--- config.mk ---
export PLATFORM = sky130hd
export DESIGN_NAME = region_refcount_table_audit_top
export DESIGN_NICKNAME = d
export VERILOG_FILES = /design/src/rrta_pkg.sv /design/src/rrta_out_reg.sv /design/src/region_refcount_table_audit_top.sv
export SDC_FILE = /design/constraint.sdc
export NUM_CORES = 2
export LEC_CHECK = 0
export ABC_AREA = 1
export BUFFER_PORTS_ARGS = -buffer_cell sky130_fd_sc_hd__buf_2
export CAP_MARGIN = 15
export CORE_MARGIN = 10
export CORE_UTILIZATION = 40
export CTS_CLUSTER_SIZE = 40
export DETAILED_ROUTE_END_ITERATION = 8
export HOLD_SLACK_MARGIN = 0.06
export PLACE_DENSITY_LB_ADDON = 0.25
export SETUP_SLACK_MARGIN = 0.05
export SLEW_MARGIN = 0
export SYNTH_ARGS = -nofsm -noshare
export SYNTH_HDL_FRONTEND = slang
export SYNTH_SLANG_ARGS = --single-unit
export TNS_END_PERCENT = 5
--- constraint.sdc ---
create_clock -name i_clk -period 12.55 [get_ports i_clk]
set_input_delay 1.255 -clock i_clk [delete_from_list [all_inputs] [get_ports i_clk]]
set_output_delay 1.255 -clock i_clk [all_outputs]
set_load 0.01 [all_outputs]
--- src/rrta_pkg.sv ---
`default_nettype none
package rrta_pkg;
    typedef enum logic [2:0] {
        CMD_ADD   = 3'd0,
        CMD_SETLEN = 3'd1,
        CMD_DONE  = 3'd2,
        CMD_LOWEST = 3'd3,
        CMD_AUDIT = 3'd4,
        CMD_CLEAR = 3'd5
    } t_cmd;

    typedef enum logic [2:0] {
        ST_NEW     = 3'd0,
        ST_FOUND   = 3'd1,
        ST_NONE    = 3'd2,
        ST_FULL    = 3'd3,
        ST_RECORD  = 3'd4,
        ST_SUMMARY = 3'd5
    } t_status;

    localparam int CFG_NEWER   = 0;
    localparam int CFG_SECTION = 1;

    typedef struct packed {
        logic [2:0]  status;
        logic [31:0] key_out;
        logic [32:0] region_end;
        logic [32:0] prior_end;
        logic        many_primary;
        logic        mixed_refs;
        logic        overlaps;
        logic        past_section;
        logic [32:0] inner_gap;
        logic [33:0] unused_total;
        logic [5:0]  entry_total;
        logic        last;
    } t_result;
endpackage
`default_nettype wire

--- src/rrta_out_reg.sv ---
`default_nettype none
module rrta_out_reg (
    input  wire                  i_clk,
    input  wire                  i_rst_n,
    input  wire                  i_valid,
    output logic                 o_ready,
    input  rrta_pkg::t_result    i_data,
    output logic                 o_valid,
    input  wire                  i_ready,
    output rrta_pkg::t_result    o_data
);
    import rrta_pkg::*;

    logic     r_valid;
    t_result  r_data;

    assign o_ready = !r_valid || i_ready;
    assign o_valid = r_valid;
    assign o_data  = r_data;

    always_ff @(posedge i_clk) begin
        if (!i_rst_n) begin
            r_valid <= 1'b0;
        end else if (o_ready) begin
            r_valid <= i_valid;
        end
        if (o_ready && i_valid) begin
            r_data <= i_data;
        end
    end
endmodule
`default_nettype wire

--- src/region_refcount_table_audit_top.sv ---
// Region reference-count table with audit.
// Slave channel: s_axis_* carries one request (command, offset, length,
// primary_ref). Master channel: m_axis_* carries result records; tlast marks
// the final result of a request. Configuration is a plain write port
// (index 0 newer_format, index 1 section_bytes), to be written by the user
// only while idle; the block itself does not enforce this. Entries live in a
// synchronous memory with a registered read port; a valid bit per slot sits
// in flip-flops, cleared by reset and by clear. Add, set length, mark done
// and lowest undone: the request is taken in idle, then one memory read
// pass over all slots and a write-back state that waits for the output
// register; the next request is taken only after the write-back.
// Audit: one pass over all slots per entry to find the next key in order,
// then an emit state per record, then a last empty pass and the summary.
// Clear: all valid bits drop and a single result is returned.
// One request is in work at a time. Results go through an output register,
// so a stalled receiver holds the walk until the record is taken.
// After reset the table is empty and both registers are zero.
`default_nettype none
module region_refcount_table_audit_top #(
    parameter int TABLE_ENTRIES = 32,
    parameter int COUNT_BITS    = 16
) (
    input  wire         i_clk,
    input  wire         i_rst_n,
    input  wire         s_axis_tvalid,
    output logic        s_axis_tready,
    // tdata: command[2:0], offset[34:3], length[66:35], primary_ref[67], pad
    input  wire [71:0]  s_axis_tdata,
    output logic        m_axis_tvalid,
    input  wire         m_axis_tready,
    // tdata: status[2:0], key_out[34:3], region_end[67:35], prior_end[100:68],
    // many_primary[101], mixed_refs[102], overlaps[103], past_section[104],
    // inner_gap[137:105], unused_total[171:138], entry_total[177:172], pad
    output logic [183:0] m_axis_tdata,
    output logic        m_axis_tlast,
    input  wire         i_cfg_we,
    input  wire [0:0]   i_cfg_index,
    input  wire [31:0]  i_cfg_data
);
    import rrta_pkg::*;

    localparam int IW = $clog2(TABLE_ENTRIES);
    localparam int EW = IW + 1;
    localparam int MW = 32 + 32 + 2 * COUNT_BITS + 1;

    typedef enum logic [2:0] {
        S_IDLE, S_SCAN, S_WRITE, S_EMIT, S_SUMMARY
    } t_state;

    t_state r_state;
    logic r_newer;
    logic [31:0] r_section;

    // entry memory: {key, length, primary, secondary, done}
    logic [MW-1:0] mem [TABLE_ENTRIES];
    logic [MW-1:0] r_rd;
    logic          mem_we;
    logic [IW-1:0] mem_wa;
    logic [MW-1:0] mem_wd;
    logic [IW-1:0] rd_addr;

    logic [TABLE_ENTRIES-1:0] r_valid, r_seen;

    logic [2:0]  r_cmd;
    logic [31:0] r_off, r_len;
    logic        r_prim;

    logic [EW-1:0] r_idx;
    logic          r_rd_ok;
    logic [IW-1:0] r_rd_idx;
    logic          r_hit;
    logic [IW-1:0] r_hit_idx;
    logic [MW-1:0] r_hit_data;
    logic          r_best_ok;
    logic [IW-1:0] r_best_idx;
    logic [MW-1:0] r_best_data;

    logic          r_first;
    logic [31:0]   r_lowest;
    logic [32:0]   r_highest, r_last_end, r_gap;

    t_result out_d;
    logic    out_v, out_rdy;
    t_result out_q;

    logic [5:0] vcount;
    always_comb begin
        vcount = '0;
        for (int k = 0; k < TABLE_ENTRIES; k++) begin
            vcount = vcount + 6'(r_valid[k]);
        end
    end

    logic [IW-1:0] free_idx;
    logic          free_ok;
    always_comb begin
        free_idx = '0;
        free_ok  = 1'b0;
        for (int k = TABLE_ENTRIES - 1; k >= 0; k--) begin
            if (!r_valid[k]) begin
                free_idx = IW'(k);
                free_ok  = 1'b1;
            end
        end
    end

    assign rd_addr = r_idx[IW-1:0];
    always_ff @(posedge i_clk) begin
        if (mem_we) begin
            mem[mem_wa] <= mem_wd;
        end
        r_rd <= mem[rd_addr];
    end

    logic [31:0] rd_key;
    logic rd_done;
    assign rd_key  = r_rd[MW-1 -: 32];
    assign rd_done = r_rd[0];

    logic [31:0] hb_key, hb_len;
    logic [COUNT_BITS-1:0] hb_pc, hb_sc;
    logic hb_done;
    assign {hb_key, hb_len, hb_pc, hb_sc, hb_done} = r_hit_data;

    logic [31:0] bb_key, bb_len;
    logic [COUNT_BITS-1:0] bb_pc, bb_sc;
    assign {bb_key, bb_len, bb_pc, bb_sc} = r_best_data[MW-1:1];
    logic [32:0] bb_end;
    assign bb_end = {1'b0, bb_key} + {1'b0, bb_len};

    // candidate for ordered searches
    logic cand;
    always_comb begin
        cand = r_rd_ok && r_valid[r_rd_idx];
        if (r_cmd == CMD_LOWEST) begin
            cand = cand && !rd_done;
        end else begin
            cand = cand && !r_seen[r_rd_idx];
        end
        cand = cand && (!r_best_ok || rd_key < bb_key);
    end

    logic [COUNT_BITS-1:0] cmax;
    assign cmax = '1;

    assign s_axis_tready = (r_state == S_IDLE);

    // write-back and single result
    logic [COUNT_BITS-1:0] n_pc, n_sc;
    logic [31:0] n_len;
    logic [32:0] n_end;
    always_comb begin
        n_pc  = hb_pc;
        n_sc  = hb_sc;
        n_len = hb_len;
        if (r_prim && hb_pc != cmax) n_pc = hb_pc + COUNT_BITS'(1);
        if (!r_prim && hb_sc != cmax) n_sc = hb_sc + COUNT_BITS'(1);
        if (r_cmd == CMD_SETLEN) n_len = r_len;
        n_end = {1'b0, hb_key} + {1'b0, n_len};
    end

    logic [32:0] gap_add, new_gap;
    logic [33:0] unused;
    always_comb begin
        gap_add = '0;
        if (!r_first && {1'b0, bb_key} > r_last_end) gap_add = {1'b0, bb_key} - r_last_end;
        new_gap = r_gap + gap_add;
        unused = {2'b0, r_lowest} + {1'b0, r_gap};
        if (r_last_end <= {1'b0, r_section})
            unused = unused + 34'({1'b0, r_section} - r_last_end);
    end

    always_comb begin
        mem_we = 1'b0;
        mem_wa = r_hit_idx;
        mem_wd = r_hit_data;
        out_v  = 1'b0;
        out_d  = '0;
        out_d.entry_total = vcount;
        out_d.last = 1'b1;
        unique case (r_state)
            S_WRITE: begin
                out_v = out_rdy;
                unique case (r_cmd)
                    CMD_ADD: begin
                        out_d.key_out = r_off;
                        if (r_hit) begin
                            mem_we = out_rdy;
                            mem_wd = {hb_key, hb_len, n_pc, n_sc, hb_done};
                            out_d.status = ST_FOUND;
                            out_d.region_end = n_end;
                        end else if (free_ok) begin
                            mem_we = out_rdy;
                            mem_wa = free_idx;
                            mem_wd = {r_off, 32'd0, COUNT_BITS'(r_prim),
                                      COUNT_BITS'(!r_prim), 1'b0};
                            out_d.status = ST_NEW;
                            out_d.region_end = {1'b0, r_off};
                            out_d.entry_total = vcount + 6'd1;
                        end else begin
                            out_d.status = ST_FULL;
                        end
                    end
                    CMD_SETLEN, CMD_DONE: begin
                        out_d.key_out = r_off;
                        if (r_hit) begin
                            mem_we = out_rdy;
                            mem_wd = {hb_key, n_len, hb_pc, hb_sc,
                                      hb_done | (r_cmd == CMD_DONE)};
                            out_d.status = ST_FOUND;
                            out_d.region_end = n_end;
                        end else begin
                            out_d.status = ST_NONE;
                        end
                    end
                    CMD_LOWEST: begin
                        if (r_best_ok) begin
                            out_d.status = ST_FOUND;
                            out_d.key_out = bb_key;
                            out_d.region_end = bb_end;
                        end else begin
                            out_d.status = ST_NONE;
                        end
                    end
                    default: begin
                        out_d.status = ST_NONE;
                        out_d.entry_total = '0;
                    end
                endcase
            end
            S_EMIT: begin
                out_v = out_rdy;
                out_d.status = ST_RECORD;
                out_d.last = 1'b0;
                out_d.key_out = bb_key;
                out_d.region_end = bb_end;
                out_d.many_primary = bb_pc > COUNT_BITS'(1);
                out_d.mixed_refs = !r_newer && bb_pc != '0 && bb_sc != '0;
                if (!r_first) begin
                    out_d.prior_end = r_last_end;
                    out_d.overlaps = {1'b0, bb_key} < r_last_end;
                end
            end
            S_SUMMARY: begin
                out_v = out_rdy;
                if (r_first) begin
                    out_d.status = ST_NONE;
                end else begin
                    out_d.status = ST_SUMMARY;
                    out_d.key_out = r_lowest;
                    out_d.region_end = r_highest;
                    out_d.past_section = r_last_end > {1'b0, r_section};
                    out_d.inner_gap = r_gap;
                    out_d.unused_total = unused;
                end
            end
            default: ;
        endcase
    end

    always_ff @(posedge i_clk) begin
        if (!i_rst_n) begin
            r_state <= S_IDLE;
            r_newer <= 1'b0;
            r_section <= '0;
            r_valid <= '0;
            r_idx <= '0;
            r_rd_ok <= 1'b0;
        end else begin
            if (i_cfg_we) begin
                if (i_cfg_index == 1'(CFG_NEWER)) r_newer <= i_cfg_data[0];
                else r_section <= i_cfg_data;
            end
            r_rd_ok  <= (r_state == S_SCAN) && (r_idx < EW'(TABLE_ENTRIES));
            r_rd_idx <= rd_addr;
            unique case (r_state)
                S_IDLE: begin
                    if (s_axis_tvalid) begin
                        r_cmd  <= s_axis_tdata[2:0];
                        r_off  <= s_axis_tdata[34:3];
                        r_len  <= s_axis_tdata[66:35];
                        r_prim <= s_axis_tdata[67];
                        r_idx  <= '0;
                        r_hit  <= 1'b0;
                        r_best_ok <= 1'b0;
                        r_seen <= '0;
                        r_first <= 1'b1;
                        r_gap <= '0;
                        r_highest <= '0;
                        r_last_end <= '0;
                        r_lowest <= '0;
                        if (s_axis_tdata[2:0] == CMD_CLEAR) begin
                            r_valid <= '0;
                            r_state <= S_WRITE;
                        end else if (s_axis_tdata[2:0] <= CMD_AUDIT) begin
                            r_state <= S_SCAN;
                        end
                    end
                end
                S_SCAN: begin
                    if (r_idx < EW'(TABLE_ENTRIES)) r_idx <= r_idx + EW'(1);
                    if (r_rd_ok && r_valid[r_rd_idx] && rd_key == r_off) begin
                        r_hit <= 1'b1;
                        r_hit_idx <= r_rd_idx;
                        r_hit_data <= r_rd;
                    end
                    if (cand) begin
                        r_best_ok <= 1'b1;
                        r_best_idx <= r_rd_idx;
                        r_best_data <= r_rd;
                    end
                    if (r_idx == EW'(TABLE_ENTRIES) && !r_rd_ok) begin
                        if (r_cmd == CMD_AUDIT)
                            r_state <= (r_best_ok || cand) ? S_EMIT : S_SUMMARY;
                        else
                            r_state <= S_WRITE;
                    end
                end
                S_WRITE: begin
                    if (out_rdy) begin
                        if (r_cmd == CMD_ADD && !r_hit && free_ok)
                            r_valid[free_idx] <= 1'b1;
                        r_state <= S_IDLE;
                    end
                end
                S_EMIT: begin
                    if (out_rdy) begin
                        r_seen[r_best_idx] <= 1'b1;
                        if (r_first) r_lowest <= bb_key;
                        r_gap <= new_gap;
                        if (bb_end > r_highest) r_highest <= bb_end;
                        r_last_end <= bb_end;
                        r_first <= 1'b0;
                        r_best_ok <= 1'b0;
                        r_idx <= '0;
                        r_state <= S_SCAN;
                    end
                end
                S_SUMMARY: begin
                    if (out_rdy) r_state <= S_IDLE;
                end
                default: r_state <= S_IDLE;
            endcase
        end
    end

    rrta_out_reg u_out (
        .i_clk   (i_clk),
        .i_rst_n (i_rst_n),
        .i_valid (out_v),
        .o_ready (out_rdy),
        .i_data  (out_d),
        .o_valid (m_axis_tvalid),
        .i_ready (m_axis_tready),
        .o_data  (out_q)
    );

    assign m_axis_tlast = out_q.last;
    assign m_axis_tdata = {6'd0, out_q.entry_total, out_q.unused_total,
                           out_q.inner_gap, out_q.past_section, out_q.overlaps,
                           out_q.mixed_refs, out_q.many_primary, out_q.prior_end,
                           out_q.region_end, out_q.key_out, out_q.status};

    a_no_accept_busy: assert property (@(posedge i_clk) disable iff (!i_rst_n)
        (r_state != S_IDLE) |-> !s_axis_tready)
        else $error("request taken while busy");
    a_write_only_done: assert property (@(posedge i_clk) disable iff (!i_rst_n)
        mem_we |-> (r_state == S_WRITE))
        else $error("memory write outside write-back");
    a_summary_last: assert property (@(posedge i_clk) disable iff (!i_rst_n)
        (r_state == S_SUMMARY && out_v) |-> out_d.last)
        else $error("summary without last");
endmodule
`default_nettype wire
==> key figures <==
Run status
  – Status: complete, no violations

Worst setup path
  – CP peak stage delay: 0.48 ns
  – CP arrival: approximately 8 ns
  – CP max FO: 30
  – Critical path type: flip-flop to flip-flop
  – Crit path required time: about 13 ns
  – Highest-delay cell along the critical path: edfxtp_1
  – Critical Path Source Type: flip-flop
  – Worst Setup End Kind: flip-flop
  – Most Frequent Cell on Critical Path: nand2_1

Layout
  – Non-filler cells, final: between 15k and 20k
  – Final nets: around 14k
  – Reg area: about 0.12 mm^2
  – Layout cell share with drive strength beyond 1: 0.0975
  – Layout area overhead: 13.2%
  – Fill cells: around 37k
  – Multi-input logic area: 0.0433 mm^2
  – Design Area, Final: 0.185 mm^2

Clock network
  – CTS Hold Buffers Added: 0
  – Root Driver: clkbuf_16
  – Clk_lat worst skew: about 1.0 ns
  – Post-cts repair resize count: 0
  – Post CTS Setup Buffer Count: 0
  – Max clock buf depth: 4
  – Clock Sinks: between 3k and 4k
  – CTS Buf Count: around 400
  – Clock transition at path regs: 0.06 ns
  – CTS tree: done
  – CTS H-tree lvls: 5

Pwr
  – Cell area power density: about 190 mW/mm^2
  – Tot Pwr: between 30 and 40 mW
  – Lkg Pwr: between 60 and 70 nW
  – Worst VDD drop: approximately 140 uV

Yosys
  – Synth Flop Type: edfxtp_1
  – Synth async-reset ratio: 0
  – #FFs+latches synth: 3,898
  – Mean Syn Cell Area: about 12 um^2
  – Seq/Total Area, Yosys: 0.706
  – Yosys cell types: just under 70
  – Number of synthesized flops with an enable pin: 3,725
  – Ys Warns: 0
  – Post-synthesis cell count: roughly 13k
  – Mapped Area: 0.163 mm^2

Drt
  – WL per Instance: about 28 um
  – Final ANT Viol Nets: 0
  – Via/cell ratio: 5.82
  – DRC Markers: 0
  – Initial detailed-routing violation count: around 14k
  – Total wire length: about 530 mm
  – DR pass1 iterations: 6
  – Via count: ~110k

Timing
  – Worst slew margin relative to its limit: 0.201
  – Worst-Margin Slew: 1.20 ns
  – Post-route setup slack: around 5.5 ns
  – F_max: around 0.14 GHz
  – Fin. Hold Viols: 0
  – Slew Limit Fails: 0
  – RSZ-0062 raised after global routing: no
  – Final period utilization: 0.565
  – Setup TNS: 0 ns
  – Crit path time final: about 7.1 ns
  – Final Setup Violations: 0
  – Worst Skew: 0.108 ns

Placement
  – Placed cells: 18.4k
  – DP HPWL: 299 mm
  – Input/output buffers: roughly 290
  – Placed instance area: ~0.17 mm^2
  – Place WS: ~5.6 ns
  – GP Congestion: between 0.9 and 1

GRT
  – GRT overflow: 0
  – Initial antenna violation count: 33
  – Gr usage total: 0.232
  – First-pass GRT wire length: ~750 mm
  – Vias in the first global route: between 100k and 150k
  – Largest net degree at the start of global routing: around 190

Floorplan
  – Core area: a little over 0.4 mm^2
  – Die width: 659 um
  – Initial Utilization: 0.402
  – IO Count: 297
  – Die area: about 0.43 mm^2
  – DIE HEIGHT: 659 um
  – # rows: 234

Flow run
  – Max-cap viol count: 0

Min path
  – Hold crit path type: flip-flop to flip-flop
## registers in the layout, summed over array words and instances, names as in the netlist, 5 cells and up
signal and cells:
mem 3104, u_out.o_data 179, r_hit_data 97, r_rd 97, r_best_data 96, r_gap 33
r_highest 33, r_last_end 33, r_len 32, r_lowest 32, r_off 32, r_section 32
r_seen 32, r_valid 32, r_idx 6, r_best_idx 5, r_hit_idx 5, r_rd_idx 5
## layer usage
layer  part of all wire  track usage
met5           0.000049            0
met4              0.041       0.0828
met3              0.088       0.0360
met1               0.42        0.327
met2               0.45        0.368
## cell usage in the layout, fill, tap and decap left out, types with 143 or more instances in the layout
cell type | Yosys | layout
dfxtp_1 | 173 | 169
ha_1 | 303 | 303
clkbuf_16 | 0 | 399
nor2_1 | 2090 | 2048
edfxtp_1 | 3725 | 3725
nand3_1 | 267 | 266
nand2_1 | 1082 | 1079
buf_4 | 7 | 214
o211ai_1 | 143 | 143
o22ai_1 | 658 | 656
o21ai_0 | 1944 | 1904
buf_2 | 15 | 286
o221ai_1 | 210 | 209
inv_1 | 587 | 584
a21oi_1 | 458 | 456
## cell usage after synthesis (11+ instances only)
cell type / instances / area, um^2
a21boi_1: 13 / 97.6
a21o_1: 12 / 90.1
a21oi_1: 458 / 2290
a21oi_2: 11 / 96.3
a221o_1: 48 / 480
a221oi_1: 31 / 272
a22o_1: 60 / 526
a31oi_1: 31 / 194
a32oi_1: 23 / 201
buf_1: 28 / 105
buf_2: 15 / 75.1
clkbuf_1: 715 / 2680
dfxtp_1: 173 / 3460
edfxtp_1: 3725 / 112000
fa_1: 61 / 1220
ha_1: 303 / 3790
inv_1: 587 / 2200
nand2_1: 1082 / 4060
nand3_1: 267 / 1340
nand4_1: 65 / 407
nor2_1: 2090 / 7850
nor3_1: 69 / 345
nor4_1: 20 / 125
o211ai_1: 143 / 1070
o21a_1: 30 / 225
o21ai_0: 1944 / 9730
o21ai_1: 17 / 85.1
o21ai_2: 20 / 175
o21bai_1: 14 / 105
o221ai_1: 210 / 1840
o22ai_1: 658 / 4120
or2_2: 17 / 106
xnor2_1: 39 / 342
xor2_1: 83 / 727
## stage by stage
stage	hold WS (ns)	utilization
2_1_floorplan	0.404	-
3_3_place_gp	0.410	0.422
3_5_place_dp	0.416	0.422
4_1_cts	0.360	0.454
5_1_grt	0.406	0.455
6_report	0.416	0.455
## path summary, 6_finish.rpt
path                            slack [ns]  cells past startpoint             end             from
worst max-delay path                  5.46                     39       r_gap[31]  r_best_data[67]
worst min-delay path                  0.42                      0  r_hit_data[20]         r_rd[20]
worst max register to register        5.46                     39       r_gap[31]  r_best_data[67]
worst min register to register        0.42                      0  r_hit_data[20]         r_rd[20]
## critical path: cells and delay by family, from the launching register on
kind            cells  cell delay, ns
simple gates       16            1.72
buf+inv             4            0.78
fa+ha+maj           2            0.67
flops               1            0.48
compound gates     17            3.12
## logic make-up (layout without fill, tap and decap cells)
family,count (synthesis),count (layout),share of synthesized area
flip-flops,3898,3898,0.706
AO/OA/AOI/OAI,3769,3769,0.135
AND/OR/NAND/NOR,3650,3650,0.0894
buffers and inverters,1371,1894,0.0319
adder cells (fa/ha/maj),364,364,0.0307
XOR/XNOR,123,123,0.00664
multiplexers,3,3,0.000192
other,1,12,0.0000230
## area by class of cell
| type | instances | share of cell area |
|---|---|---|
| Multi-Input combinational cell | 7915 | 0.235 |
| Clock inverter | 192 | 0.0104 |
| Sequential cell | 3898 | 0.624 |
| Tap cell | 5428 | 0.0368 |
| Inverter | 604 | 0.0125 |
| Timing Repair Buffer | 551 | 0.0218 |
| Clock buffer | 547 | 0.0595 |
| Antenna cell | 6 | 0.0000813 |
## power breakdown
group | internal (mW) | switching (mW) | leakage (nW)
combinational | 2.43 | 5.50 | 21.3
clock | 6.67 | 5.10 | 6.31
sequential | 15.0 | 0.647 | 35.1
No activity file was read; power rests on OpenSTA's default activity.
